--- src/hw/rtl/fud_pkg.sv ---
// Shared types, constants and lookup functions for the fisheye undistortion map.
// Used by every module under hw/rtl; depends on nothing else.
package fud_pkg;

    localparam int IMG_WIDTH  = 2048;
    localparam int IMG_HEIGHT = 2048;

    localparam int DIV1_STEPS   = 24;
    localparam int SQRT_STEPS   = 25;
    localparam int CORDIC_STEPS = 17;
    localparam int DIV2_STEPS   = 32;

    localparam logic [2:0] REG_FOCAL_X  = 3'd0;
    localparam logic [2:0] REG_FOCAL_Y  = 3'd1;
    localparam logic [2:0] REG_CENTER_X = 3'd2;
    localparam logic [2:0] REG_CENTER_Y = 3'd3;
    localparam logic [2:0] REG_DIST_K1  = 3'd4;
    localparam logic [2:0] REG_DIST_K2  = 3'd5;
    localparam logic [2:0] REG_DIST_K3  = 3'd6;
    localparam logic [2:0] REG_DIST_K4  = 3'd7;

    localparam logic [23:0] FOCAL_X_RESET  = 24'd2823004;
    localparam logic [23:0] FOCAL_Y_RESET  = 24'd2828206;
    localparam logic [23:0] CENTER_X_RESET = 24'd5306614;
    localparam logic [23:0] CENTER_Y_RESET = 24'd3859128;

    typedef struct packed {
        logic [11:0] out_col;
        logic [11:0] out_row;
    } pix_t;

    typedef struct packed {
        logic [11:0] src_col;
        logic [11:0] src_row;
        logic        in_bounds;
    } src_t;

    typedef struct packed {
        logic [24:0] rem;
        logic [31:0] num;
        logic [31:0] quo;
        logic [24:0] divisor;
    } div_t;

    typedef struct packed {
        logic [26:0] rem;
        logic [24:0] root;
        logic [49:0] rad;
    } sqrt_t;

    typedef struct packed {
        logic signed [27:0] x;
        logic signed [27:0] y;
        logic signed [18:0] z;
    } cordic_t;

    typedef struct packed {
        logic signed [24:0] dx;
        logic signed [24:0] dy;
        logic [24:0]        r;
        logic               sat_x;
        logic               sat_y;
        logic [16:0]        theta;
        logic [17:0]        t2;
        logic [19:0]        t4;
        logic               neg;
        logic               ovf;
    } side_t;

    function automatic logic [16:0] atan_step(input logic [4:0] i);
        logic [16:0] a;
        case (i)
            5'd0:    a = 17'd51472;
            5'd1:    a = 17'd30386;
            5'd2:    a = 17'd16055;
            5'd3:    a = 17'd8150;
            5'd4:    a = 17'd4091;
            5'd5:    a = 17'd2047;
            5'd6:    a = 17'd1024;
            5'd7:    a = 17'd512;
            5'd8:    a = 17'd256;
            5'd9:    a = 17'd128;
            5'd10:   a = 17'd64;
            5'd11:   a = 17'd32;
            5'd12:   a = 17'd16;
            5'd13:   a = 17'd8;
            5'd14:   a = 17'd4;
            5'd15:   a = 17'd2;
            5'd16:   a = 17'd1;
            default: a = 17'd0;
        endcase
        return a;
    endfunction

endpackage

--- src/hw/rtl/fud_div_cell.sv ---
// One restoring division step: one quotient bit per cell.
// Depends on fud_pkg for the cell state type.
module fud_div_cell
(
    input  logic           clk,
    input  logic           en,
    input  fud_pkg::div_t  din,
    output fud_pkg::div_t  dout
);

    logic [25:0]   trial;
    logic          ge;
    fud_pkg::div_t cell_next;
    fud_pkg::div_t cell_reg;

    assign trial = {din.rem, din.num[31]};
    assign ge    = trial >= {1'b0, din.divisor};

    always_comb
    begin
        cell_next.rem     = ge ? 25'(trial - {1'b0, din.divisor}) : trial[24:0];
        cell_next.num     = {din.num[30:0], 1'b0};
        cell_next.quo     = {din.quo[30:0], ge};
        cell_next.divisor = din.divisor;
    end

    always_ff @(posedge clk)
    begin
        if (en)
        begin
            cell_reg <= cell_next;
        end
    end

    assign dout = cell_reg;

endmodule

--- config.mk ---
export PLATFORM = sky130hd
export DESIGN_NAME = fud_div_cell
export DESIGN_NICKNAME = d
export VERILOG_FILES = /design/src/hw/rtl/fud_pkg.sv /design/src/hw/rtl/fud_div_cell.sv
export SDC_FILE = /design/constraint.sdc
export NUM_CORES = 1
export LEC_CHECK = 0
export BUFFER_PORTS_ARGS = -buffer_cell sky130_fd_sc_hd__buf_2
export CORE_MARGIN = 3
export CORE_UTILIZATION = 41
export CTS_BUF_LIST = sky130_fd_sc_hd__clkbuf_4
export CTS_CLUSTER_DIAMETER = 40
export DETAILED_ROUTE_END_ITERATION = 16
export GPL_TIMING_DRIVEN = 0
export PLACE_DENSITY = 0.71
export SYNTH_ARGS = -nofsm -noshare
export SYNTH_HDL_FRONTEND = slang
export SYNTH_SLANG_ARGS = --single-unit
--- constraint.sdc ---
create_clock -name clk -period 4.6 [get_ports clk]
set_input_delay 0.23 -clock clk [delete_from_list [all_inputs] [get_ports clk]]
set_output_delay 0.23 -clock clk [all_outputs]
set_load 0.05 [all_outputs]
* After elaboration in Yosys (flattened, before gate mapping) *
Cells that the tools add are included.

word-level totals
  flip-flop bits (word level) = 113
  bits in latches = 0
  RAM bits = 0
  memory bits (read-only) = 0
  bits of input ports = 116
  output and inout port bits = 114
  memories kept = 0

cells by class
  $add $sub $neg = 1
  multipliers = 0
  divide/modulo/power cells = 0
  order comparisons = 1
  eq/ne operators = 0
  shift operators = 0
  multiplexer cells = 1
  bitwise gates (word level) = 0
  reduce and logical (&&, ||, !) cells = 0

operators with widths
  cell              number
  $ge A26 B25 Y1    1
  $mux W25          1
  $sub A25 B25 Y25  1

* Logic depth before layout (Yosys ltp) *
  depth after elaboration = 2
  gate-level depth with buffers = 14

* Least setup slack after synthesis *
No wires, ideal clock.

  path type = input -> register
  from = in din[88] in the netlist's numbering
  to = reg cell_reg, in the netlist dout[100] (data pin)
  library setup time = 0.260 ns
  data arrival time = 2.782 ns
  data required time = 4.340 ns
  setup slack = 1.558 ns
  cell stages on the path = 14
  path buffers = 2
  path through = inv_1 -> ha_1 -> inv_1 -> fa_1 -> a21o_1 -> a311o_1 -> nor2b_4 -> a2111o_1 -> and3_1 -> buf_6 -> nor2_8 -> inv_4 -> buf_8 -> mux2_4

RTL lines
  what                  RTL line            source
  start, declared       fud_div_cell.sv:7   input fud_pkg::div_t din,
  end signal, assigned  fud_div_cell.sv:31  cell_reg <= cell_next;
  end, declared         fud_div_cell.sv:14  fud_pkg::div_t cell_reg;

==> flow_summary_export.csv <==
group,metric,value,unit
cts,cts_resized,0,
job,cap_violations,0,
logic_synthesis,syn_avg_cell_area,14.3,um2
logic_synthesis,synth_compound_area_frac,0.0936,
cells_and_area,area_growth,53.5,%
logic_synthesis,yosysMostFrequentCell,"edfxtp_1",
grt,grtUsageTotal,0.230,
cts,cts-root-buf,"clkbuf_4",
cells_and_area,diodes,0,
grt,grt_pass1_wl,25200,um
power,vdd_drop_max,0.000194,V
logic_synthesis,synth_mux_area_frac,0.0473,
routing,ant_nets,0,
cts,cts_buffers,17,
cells_and_area,seq_area,3390,um2
logic_synthesis,syn_area,5220,um2
floorplanning,die-area,14100,um2
routing,drtIter0Drc,375,
sta,min_period_over_period,0.737,
logic_synthesis,synthCells,365,
cells_and_area,fill_cells,930,
outcome,outcome,"finished clean",
routing,drc,0,
cells_and_area,finalNonFillerCells,900,
setup_path,path_class,"in -> reg",
placed_design,dp_hpwl,10500,um
logic_synthesis,synthTopCellsByArea,"edfxtp_1 (65%), ha_1 (6.0%), mux2_4 (3.5%)",
routing,wl_per_cell,17.6,um
placed_design,place.gp.congestion,0.925,
cts,clk_pin_slew_worst_paths,0.12,ns
logic_synthesis,async_reset_ff_frac,0,
routing,routed_via_density,4.87,
sta,slew_headroom,0.239,
logic_synthesis,synth_top_family_by_area,"compound AO/OA/AOI/OAI gates",
placed_design,dp_cells,761,
sta,worstMarginPinSlew,1.13,ns
setup_path,arrival,3.68,ns
routing,wirelength,15900,um
routing,dr.pass1.iters,5,
sta,hold_viol,0,
setup_path,cp_max_fo,10,
logic_synthesis,synthAdderAreaFrac,0.0638,
cts,cts.sinks,113,
logic_synthesis,synth_flop_cell,"edfxtp_1",
cells_and_area,multi_input_area,1630,um2
hold_path,min_path_type,"in -> reg",
cts,cts_tree,"done",
logic_synthesis,synth_edf_count,113,
logic_synthesis,yosysTopAreaCellShare,0.651,
logic_synthesis,ys_types,54,
sta,fin_crit,3.39,ns
power,powerDensity,381,nW/um2
cells_and_area,fin_util,0.655,
cts,cts_buffer_depth,2,
grt,overflow,0,
logic_synthesis,syn_nets,507,
floorplanning,io_pins,230,
setup_path,cp.required,4.89,ns
sta,setup_viol_count_final,0,
cells_and_area,layout-drive-gt1-share,0.395,
cells_and_area,largest_reg_flops,113,
floorplanning,core_area,12200,um2
grt,antenna_found_initial,0,
logic_synthesis,ys_top_cells_by_count,"edfxtp_1 (113), inv_1 (30), a21oi_1 (27)",
grt,grt_pass1_vias,4694,
sta,final_max_slew_viol_count,0,
logic_synthesis,ys_ff_latch,113,
sta,max_freq,295,MHz
power,leakage,3.54,nW
logic_synthesis,synth_xor_area_frac,0.0369,
floorplanning,placementRows,40,
grt,grt_max_degree,66,
logic_synthesis,synth_top_area_cell,"edfxtp_1",
setup_path,cp-end-kind,"flip-flop",
routing,vias,4382,
floorplanning,die_h,119,um
sta,fin_setup_tns,0,ns
sta,rsz0062_at_grt,"no",
logic_synthesis,yosys.area_share.simple,0.0703,
logic_synthesis,yosysWarnings,0,
placed_design,port_buffers,227,
logic_synthesis,seq_area_frac_synth,0.651,
floorplanning,start_util,0.427,
floorplanning,die_w,119,um
cells_and_area,nets,861,
cts,htreeDepth,4,
setup_path,start_kind,"input port",
[logic make-up after synthesis]
kind of cell | after synthesis
buffers and inverters | 42
flip-flops | 113
other | 1
XOR/XNOR | 22
AO/OA/AOI/OAI | 75
multiplexers | 18
AND/OR/NAND/NOR | 68
adder cells (fa/ha/maj) | 26
[worst paths after layout]
check	depth (start not counted)	endpoint	start
setup / recovery	16	dout[107]	din[88]
hold / removal	3	dout[112]	din[111]
[metrics by stage]
| stage | setup slack, ns | hold slack [ns] | area (um2) | total power [mW] |
|---|---|---|---|---|
| detailed placement | 1.21 | 0.408 | 6590 | 2.12 |
| global placement | 1.23 | 0.407 | 6560 | 2.11 |
| floorplan | 1.56 | 0.329 | 5220 | 1.89 |
| CTS | 1.25 | 0.0257 | 8000 | 3.05 |
| finish | 1.21 | 0.0773 | 8000 | 3.05 |
| global route | 1.12 | 0.0545 | 8000 | 3.18 |
[power breakdown]
part	internal (mW)	switching, mW
Sequential	1.25	0.0274
Combinational	0.301	0.599
Clock	0.446	0.421
Total	2.00	1.05
[cell usage in the layout (no fill, tap or decap), types with 13 or more instances in the layout]
master,instances
a21oi_1,27
buf_2,227
clkbuf_4,18
dlygate4sd3_1,107
edfxtp_1,113
ha_1,25
inv_1,30
nand2_1,14
nor3_1,13
xnor2_1,19
[cell type report]
class / instances / area share
flip-flops and latches: 113 / 0.424
repair buffers: 335 / 0.280
multi-input cells: 210 / 0.204
well taps: 168 / 0.0263
clock inverters: 14 / 0.0258
clock buffers: 18 / 0.0169
inverters: 31 / 0.0149
plain buffers: 11 / 0.00907
[worst max-delay path, cell delays in order]
cell and delay [ns]:
dlygate4sd3_1 0.53, buf_2 0.13, inv_1 0.04, ha_1 0.14, inv_1 0.05, fa_1 0.40, a21o_1 0.20, a311o_1 0.38
nor2b_4 0.15, a2111o_1 0.43, and3_1 0.20, buf_6 0.15, nor2_8 0.11, inv_4 0.08, buf_8 0.16, mux2_4 0.30
[what timing repair did]
item,CTS,global route
hold buffers,107,0
hold endpoints to repair,107,0
endpoints found under the setup margin,0,0
setup buffers,0,0
[layer usage]
| metal | vias to the layer above | GRT usage | wire length [um] |
|---|---|---|---|
| met4 | 0 | 0.0681 | 250 |
| met2 | 199 | 0.404 | 8090 |
| met3 | 19 | 0.0818 | 1260 |
| met5 | - | 0 | 0 |
| li1 | 2092 | - | - |
| met1 | 2072 | 0.264 | 6270 |
No activity file was read; power rests on OpenSTA's default activity.
