`config.mk`:
```
export PLATFORM = sky130hd
export DESIGN_NAME = fud_sqrt_cell
export DESIGN_NICKNAME = d
export VERILOG_FILES = /design/src/hw/rtl/fud_pkg.sv /design/src/hw/rtl/fud_sqrt_cell.sv
export SDC_FILE = /design/constraint.sdc
export NUM_CORES = 1
export LEC_CHECK = 0
export ABC_AREA = 0
export BUFFER_PORTS_ARGS = -buffer_cell sky130_fd_sc_hd__buf_2
export CAP_MARGIN = 20
export CORE_MARGIN = 3
export CORE_UTILIZATION = 35
export DETAILED_ROUTE_END_ITERATION = 10
export SYNTH_ARGS = -nofsm -noshare
export SYNTH_HDL_FRONTEND = slang
export SYNTH_SLANG_ARGS = --single-unit
```
`constraint.sdc`:
```
create_clock -name clk -period 2.95 [get_ports clk]
set_input_delay 0.59 -clock clk [delete_from_list [all_inputs] [get_ports clk]]
set_output_delay 0.59 -clock clk [all_outputs]
set_load 0.005 [all_outputs]
```
`src/hw/rtl/fud_pkg.sv`:
```
// Shared types, constants and lookup functions for the fisheye undistortion map.
// Used by every module under hw/rtl; depends on nothing else.
package fud_pkg;

    localparam int IMG_WIDTH  = 2048;
    localparam int IMG_HEIGHT = 2048;

    localparam int DIV1_STEPS   = 24;
    localparam int SQRT_STEPS   = 25;
    localparam int CORDIC_STEPS = 17;
    localparam int DIV2_STEPS   = 32;

    localparam logic [2:0] REG_FOCAL_X  = 3'd0;
    localparam logic [2:0] REG_FOCAL_Y  = 3'd1;
    localparam logic [2:0] REG_CENTER_X = 3'd2;
    localparam logic [2:0] REG_CENTER_Y = 3'd3;
    localparam logic [2:0] REG_DIST_K1  = 3'd4;
    localparam logic [2:0] REG_DIST_K2  = 3'd5;
    localparam logic [2:0] REG_DIST_K3  = 3'd6;
    localparam logic [2:0] REG_DIST_K4  = 3'd7;

    localparam logic [23:0] FOCAL_X_RESET  = 24'd2823004;
    localparam logic [23:0] FOCAL_Y_RESET  = 24'd2828206;
    localparam logic [23:0] CENTER_X_RESET = 24'd5306614;
    localparam logic [23:0] CENTER_Y_RESET = 24'd3859128;

    typedef struct packed {
        logic [11:0] out_col;
        logic [11:0] out_row;
    } pix_t;

    typedef struct packed {
        logic [11:0] src_col;
        logic [11:0] src_row;
        logic        in_bounds;
    } src_t;

    typedef struct packed {
        logic [24:0] rem;
        logic [31:0] num;
        logic [31:0] quo;
        logic [24:0] divisor;
    } div_t;

    typedef struct packed {
        logic [26:0] rem;
        logic [24:0] root;
        logic [49:0] rad;
    } sqrt_t;

    typedef struct packed {
        logic signed [27:0] x;
        logic signed [27:0] y;
        logic signed [18:0] z;
    } cordic_t;

    typedef struct packed {
        logic signed [24:0] dx;
        logic signed [24:0] dy;
        logic [24:0]        r;
        logic               sat_x;
        logic               sat_y;
        logic [16:0]        theta;
        logic [17:0]        t2;
        logic [19:0]        t4;
        logic               neg;
        logic               ovf;
    } side_t;

    function automatic logic [16:0] atan_step(input logic [4:0] i);
        logic [16:0] a;
        case (i)
            5'd0:    a = 17'd51472;
            5'd1:    a = 17'd30386;
            5'd2:    a = 17'd16055;
            5'd3:    a = 17'd8150;
            5'd4:    a = 17'd4091;
            5'd5:    a = 17'd2047;
            5'd6:    a = 17'd1024;
            5'd7:    a = 17'd512;
            5'd8:    a = 17'd256;
            5'd9:    a = 17'd128;
            5'd10:   a = 17'd64;
            5'd11:   a = 17'd32;
            5'd12:   a = 17'd16;
            5'd13:   a = 17'd8;
            5'd14:   a = 17'd4;
            5'd15:   a = 17'd2;
            5'd16:   a = 17'd1;
            default: a = 17'd0;
        endcase
        return a;
    endfunction

endpackage

```
`src/hw/rtl/fud_sqrt_cell.sv`:
```
// One digit step of the integer square root: one root bit per cell.
// Depends on fud_pkg for the cell state type.
module fud_sqrt_cell
(
    input  logic            clk,
    input  logic            en,
    input  fud_pkg::sqrt_t  din,
    output fud_pkg::sqrt_t  dout
);

    logic [28:0]    shifted;
    logic [26:0]    test;
    logic           ge;
    fud_pkg::sqrt_t cell_next;
    fud_pkg::sqrt_t cell_reg;

    assign shifted = {din.rem, din.rad[49:48]};
    assign test    = {din.root, 2'b01};
    assign ge      = shifted >= {2'b00, test};

    always_comb
    begin
        cell_next.rem  = ge ? 27'(shifted - {2'b00, test}) : shifted[26:0];
        cell_next.root = {din.root[23:0], ge};
        cell_next.rad  = {din.rad[47:0], 2'b00};
    end

    always_ff @(posedge clk)
    begin
        if (en)
        begin
            cell_reg <= cell_next;
        end
    end

    assign dout = cell_reg;

endmodule

```
; Word level (Yosys, flattened, before mapping)
; Index checks and enable logic that the tools add are counted.
[word_totals]
in_bits = 104
elab_cells = 6
output_inout_bits = 102
reg_bits = 100
[classes]
n_lt_le_gt_ge = 1
n_addsub = 1
n_mux = 1
[op_table]
columns = op, n
row1 = $ge 29x27->1, 1
row2 = $mux 27, 1
row3 = $sub 27x27->27, 1

; Logic depth before layout (Yosys ltp)
; Gate-level depths: netlist (run 1).
[logic_depth]
word_depth = 2
mapped_depth = 13
depth_no_buf = 10

; Worst setup path after synthesis (run 1)
; Ideal clock, no wire load.
[synth_path]
kind = input to register
start = in din[51] (netlist name)
end = reg cell_reg (netlist bit dout[84]), data pin
n_path_buf = 2
cell_stages = 12
setup_ns = 0.260
t_arrival_ns = 2.877
setup_slack_ns = -0.187
required_ns = 2.690
cell_sequence = inv_1 ha_1 nor3_1 a211oi_2 a31oi_4 o311ai_4 nor2_4 o211ai_2 a2111o_1 buf_6 buf_12 mux2_4
[synth_rtl]
columns = item, line_no
row1 = start: declaration, fud_sqrt_cell.sv:7  ; input fud_pkg::sqrt_t din,
row2 = end signal: assignment, fud_sqrt_cell.sv:32  ; cell_reg <= cell_next;
row3 = end: declaration, fud_sqrt_cell.sv:15  ; fud_pkg::sqrt_t cell_reg;

==> impl_metrics.json, run 1 <==
{
  "cts_tree": "yes",
  "hold_end": "dout[8]$_DFFE_PP_",
  "worstPathArrival_ns": 2.91,
  "vias_per_cell": 4.81,
  "p_per_area_mw_per_mm2": 533,
  "synth_edf_count": 100,
  "tightestPinTransition_ns": 0.569,
  "synth.yosys.seq_area_share": 0.595,
  "maxSlewViolCount": 0,
  "irDropWorstVdd_mv": 0.242,
  "wire_per_inst_um": 15.7,
  "num_io_pins": 206,
  "clockBufferDepth": 2,
  "yosysTopAreaCellShare": 0.595,
  "async_flop_share": 0,
  "required_ns": 3.05,
  "syn_avg_cell_area_um2": 13.5,
  "post-place-ws_ns": -0.247,
  "cp_max_fo": 8,
  "syn_area_mm2": 0.00505,
  "start_util": 0.361,
  "die_y_um": 126,
  "n_antenna_cell": 0,
  "finalSetupViolCount": 0,
  "area_growth_pct": 43.0,
  "rsz0062_at_grt": "no",
  "synth_most_common_cell": "edfxtp_1",
  "synth_top_cell_by_area": "edfxtp_1",
  "grt_max_degree": 39,
  "numCtsBuffers": 9,
  "core_area_mm2": 0.0140,
  "worstHoldStart": "din[6]",
  "largest_register_ffs": 100,
  "grt_first_pass_wirelength_um": 20400,
  "path_cells": "buf_2 -> inv_1 -> ha_1 -> nand2_1 -> or4_1 -> nor3_2 -> a31oi_1 -> o211ai_2 -> a2111o_1 -> buf_4 -> mux2_2",
  "rows": 43,
  "yosys-top-cells-count": "edfxtp_1 (100), inv_1 (34), ha_1 (27)",
  "post-dp-hpwl_um": 10600,
  "final.setup.worst_slack_ns": 0.146,
  "max_freq_mhz": 357,
  "place.gp.congestion": 0.839,
  "final_period_minus_worst_setup_slack_ns": 2.80,
  "synth_area_leaders": "edfxtp_1 (59%), ha_1 (6.7%), mux2_4 (5.1%)",
  "firstDrtPassIters": 4,
  "chipWidth_um": 126,
  "finalSetupTns_ns": 0,
  "antenna_found_initial": 0,
  "cts_sinks": 100,
  "ys.warnings.count": 0,
  "htreeDepth": 3,
  "synth_top_flop_cell": "edfxtp_1",
  "path_clk_slew_ns": 0.08,
  "status": "complete, no violations",
  "io_buffers": 203,
  "post-route-period-util": 0.950,
  "post_synth_num_cell_types": 54,
  "vias": 4007,
  "worst_setup_path_start_kind": "input pin",
  "layout.nets": 779,
  "routed_wl_um": 13100,
  "maxSlewHeadroom": 0.617,
  "final_util": 0.516,
  "hold_depth": 1,
  "finalHoldViolations": 0,
  "cap_violations": 0,
  "die-area_mm2": 0.0159,
  "slowest_stage": "or4_1",
  "p_leak_nw": 3.26,
  "worstSetupEndpointType": "flip-flop",
  "grt_usage": 0.161,
  "first_iter_violations": 250,
  "ant_nets": 0,
  "drc": 0,
  "slowest_delay_ns": 0.55,
  "grt-ovfl-total": 0,
  "total_power_mw": 3.85,
  "hp-class": "in2reg",
  "hold_buffers": 0,
  "ys_ff_latch": 100,
  "drive_gt1_frac": 0.541,
  "synthCells": 375,
  "grt_pass1_vias": 4123,
  "fillerInstances": 1283,
  "cts_root_buf": "clkbuf_16",
  "critical_path_class": "in2reg"
}
routing by layer:
layer  global-route usage  share of wire
met1                0.197           0.43
met2                0.278           0.48
met3               0.0394          0.072
met4               0.0568          0.017
met5                    0              0
critical path: cells and delay by family:
kind	cells	cell delay, ns
muxes	1	0.35
AOI/OAI and AO/OA	3	0.43
and+or+nand+nor	3	0.87
adders and majority gates	1	0.32
buffers and inverters	3	0.34
power by group:
| part | total (mW) | internal, mW | leakage (nW) | switching, mW |
|---|---|---|---|---|
| logic | 0.907 | 0.491 | 2.14 | 0.416 |
| clock network | 1.16 | 0.595 | 0.142 | 0.569 |
| registers | 1.78 | 1.74 | 0.979 | 0.0377 |
| total | 3.85 | 2.82 | 3.26 | 1.02 |
metrics by stage:
| step | hold slack [ns] | instance area, µm² | std cells |
|---|---|---|---|
| finish | 0.407 | 7220 | 833 |
| floorplan | 0.689 | 5270 | 376 |
| global route | 0.398 | 7220 | 833 |
| global placement | 0.767 | 6920 | 817 |
| detailed placement | 0.769 | 6920 | 817 |
| CTS | 0.392 | 7210 | 833 |
how the worst max path moves through the flow:
stage | slack (ns) | depth (start not counted) | from | end
global route | 0.02 | 11 | din[58] | dout[77]$_DFFE_PP_
CTS | 0.11 | 11 | din[58] | dout[77]$_DFFE_PP_
floorplan | 0.0001 | 11 | din[55] | dout[84]$_DFFE_PP_
global placement | -0.19 | 11 | din[58] | dout[97]$_DFFE_PP_
finish | 0.15 | 11 | din[64] | dout[77]$_DFFE_PP_
detailed placement | -0.25 | 11 | din[58] | dout[97]$_DFFE_PP_
logic make-up after synthesis:
| group | count (synthesis) | synth area share |
|---|---|---|
| other | 1 | 0.000743 |
| and+or+nand+nor | 71 | 0.0706 |
| AOI/OAI and AO/OA | 81 | 0.110 |
| buffers and inverters | 46 | 0.0466 |
| DFF | 100 | 0.595 |
| adders and majority gates | 27 | 0.0669 |
| muxes | 27 | 0.0724 |
| xor gates and xnor gates | 22 | 0.0382 |
final cells by class:
class,instances,area [µm²],area share
Clock inverter,7,67.6,0.00936
Clock buffer,9,225,0.0312
Multi-Input combinational cell,230,2010,0.279
Inverter,34,128,0.0177
Timing Repair Buffer,273,1560,0.216
Sequential cell,100,3000,0.416
Tap cell,180,225,0.0312
cell usage in the layout, fill, tap and decap left out, types with 14 or more instances in the layout:
| master | netlist | layout |
|---|---|---|
| buf_2 | 5 | 202 |
| edfxtp_1 | 100 | 100 |
| buf_4 | 2 | 70 |
| inv_1 | 34 | 30 |
| a21oi_1 | 25 | 22 |
| nand2_1 | 20 | 20 |
| mux2_4 | 17 | 17 |
| o21ai_0 | 17 | 15 |
| nor2_1 | 14 | 14 |
| ha_1 | 27 | 14 |
what timing repair did:
item,in CTS,in global routing
endpoints found under the setup margin,0,17
resized for setup,0,2
buffers inserted,0,0
No activity file was read; power rests on OpenSTA's default activity.
==> inputs of run 2 (changes only) <==
--- a/config.mk
+++ b/config.mk
@@ -11,6 +11,7 @@
 export CORE_MARGIN = 3
 export CORE_UTILIZATION = 35
 export DETAILED_ROUTE_END_ITERATION = 10
+export HOLD_SLACK_MARGIN = 0.12
 export SYNTH_ARGS = -nofsm -noshare
 export SYNTH_HDL_FRONTEND = slang
 export SYNTH_SLANG_ARGS = --single-unit
==> constraint.sdc (replaced) <==
create_clock -name clk -period 3.4 [get_ports clk]
set_input_delay 0.68 -clock clk [delete_from_list [all_inputs] [get_ports clk]]
set_output_delay 0.68 -clock clk [all_outputs]
set_load 0.005 [all_outputs]
==> run 2 against run 1 <==
Compared with the run above:
- critical path depth up 2
- utilization down 3.6 points
- via count down 5.3%
- first-iteration DRC count down 43%
- sequential share of layout area up 3.1 points
- count of clock-buffer cells in the layout unchanged
- final area down 7.0%
- flip-flop and latch count unchanged
- non-clock buffer count down 43
- critical endpoint is now dout[93]$_DFFE_PP_
- highest routed layer is now met5
==> impl_metrics.json, run 2 (synthesis gave the netlist of run 1 again) <==
{
  "hold_slack_ns": 0.499,
  "cts_resized": 0,
  "p_per_area_mw_per_mm2": 489,
  "p_leak_nw": 3.07,
  "vias": 3794,
  "required_ns": 3.50,
  "cts_tree": "yes",
  "final_common_cell": "buf_2",
  "grt_pass1_vias": 3858,
  "cap_violations": 0,
  "routed_wl_um": 12700,
  "rsz0062_at_grt": "no",
  "mostFrequentLayoutCells": "buf_2 (202), edfxtp_1 (100), inv_1 (34)",
  "drive_gt1_frac": 0.466,
  "io_buffers": 203,
  "final_util": 0.480,
  "chipWidth_um": 126,
  "p_comb_frac": 0.209,
  "post_cts_buffers": 0,
  "post-route-period-util": 0.897,
  "rows": 43,
  "layout.nets": 736,
  "cp_max_fo": 9,
  "finalSetupViolCount": 0,
  "drc": 0,
  "cts_sinks": 100,
  "status": "complete, no violations",
  "post-dp-hpwl_um": 10200,
  "irDropWorstVdd_mv": 0.214,
  "hold_depth": 1,
  "htreeDepth": 3,
  "grt_usage": 0.157,
  "worstSetupEndpointType": "flip-flop",
  "vias_per_cell": 4.80,
  "total_power_mw": 3.28,
  "worstPathArrival_ns": 3.15,
  "first_iter_violations": 143,
  "critical_path_class": "in2reg",
  "worst_setup_path_start_kind": "input pin",
  "wire_per_inst_um": 16.0,
  "numCtsBuffers": 9,
  "p_int_mw": 2.44,
  "grt_max_degree": 56,
  "path_clk_slew_ns": 0.07,
  "hold_buffers": 0,
  "maxSlewViolCount": 0,
  "start_util": 0.361,
  "firstDrtPassIters": 4,
  "ant_nets": 0,
  "tightestPinTransition_ns": 0.634,
  "die_y_um": 126,
  "maxSlewHeadroom": 0.577,
  "die-area_mm2": 0.0159,
  "finalHoldViolations": 0,
  "grt-ovfl-total": 0,
  "switching_power_uw": 835,
  "grt_first_pass_wirelength_um": 19800,
  "seq_power_share": 0.470,
  "switching_share": 0.255,
  "clockBufferDepth": 2,
  "place.gp.congestion": 0.822,
  "final_period_minus_worst_setup_slack_ns": 3.05,
  "largest_register_ffs": 100,
  "cts_root_buf": "clkbuf_16",
  "hp-class": "in2reg",
  "max_freq_mhz": 328,
  "p_clk_frac": 0.321,
  "antenna_found_initial": 1,
  "num_io_pins": 206,
  "core_area_mm2": 0.0140,
  "area_growth_pct": 33.0
}
run 2: cell count changes in the layout (fill, tap and decap cells not counted), sizes merged:
cell      change
buf          -43
bufinv        +1
clkinvlp      -1
diode         +1
run 2: final timing paths:
check | startpoint | end
max | din[51] | dout[93]$_DFFE_PP_
min | din[22] | dout[24]$_DFFE_PP_
run 2: area by class of cell:
| cell class | instances | area, µm² |
|---|---|---|
| multi-input combinational | 230 | 1810 |
| sequential | 100 | 3000 |
| fill | 1346 | 7280 |
| clock buffer | 9 | 225 |
| tap | 180 | 225 |
| antenna | 1 | 2.50 |
| timing repair buffer | 230 | 1230 |
| inverter | 34 | 128 |
| clock inverter | 7 | 81.3 |
run 2: per-stage QoR:
stage	instance area [µm²]	std cells	worst slack, ns	setup TNS [ns]
2_1_floorplan	5050	376	0.173	0
3_3_place_gp	6400	774	0.00116	0
3_5_place_dp	6400	774	-0.0321	-0.472
4_1_cts	6710	790	0.345	0
5_1_grt	6710	790	0.158	0
6_report	6710	791	0.351	0
run 2: layer usage:
metal	routed length (µm)	vias up	track usage	share of wire
met1	5220	1769	0.189	0.41
met2	6010	154	0.264	0.47
met3	1220	17	0.0551	0.096
met5	13	-	0	0.0010
li1	-	1852	-	-
met4	193	2	0.0517	0.015
run 2: power by group through the flow:
stage / registers, mW / clock network [mW] / logic [mW]
floorplan: 1.59 / 0 / 0.358
global placement: 1.57 / 0 / 0.685
detailed placement: 1.57 / 0 / 0.695
CTS: 1.54 / 1.09 / 0.698
global route: 1.55 / 1.14 / 0.760
finish: 1.54 / 1.05 / 0.687
run 2: worst max-delay path, stage by stage:
cell and delay (ns):
buf_2 0.09, inv_1 0.04, ha_1 0.30, nor3_1 0.22
a211oi_2 0.07, buf_4 0.16, a31oi_4 0.21, o311ai_4 0.14
nor2_4 0.13, o211ai_2 0.09, a2111o_1 0.49, buf_4 0.23
mux2_4 0.30
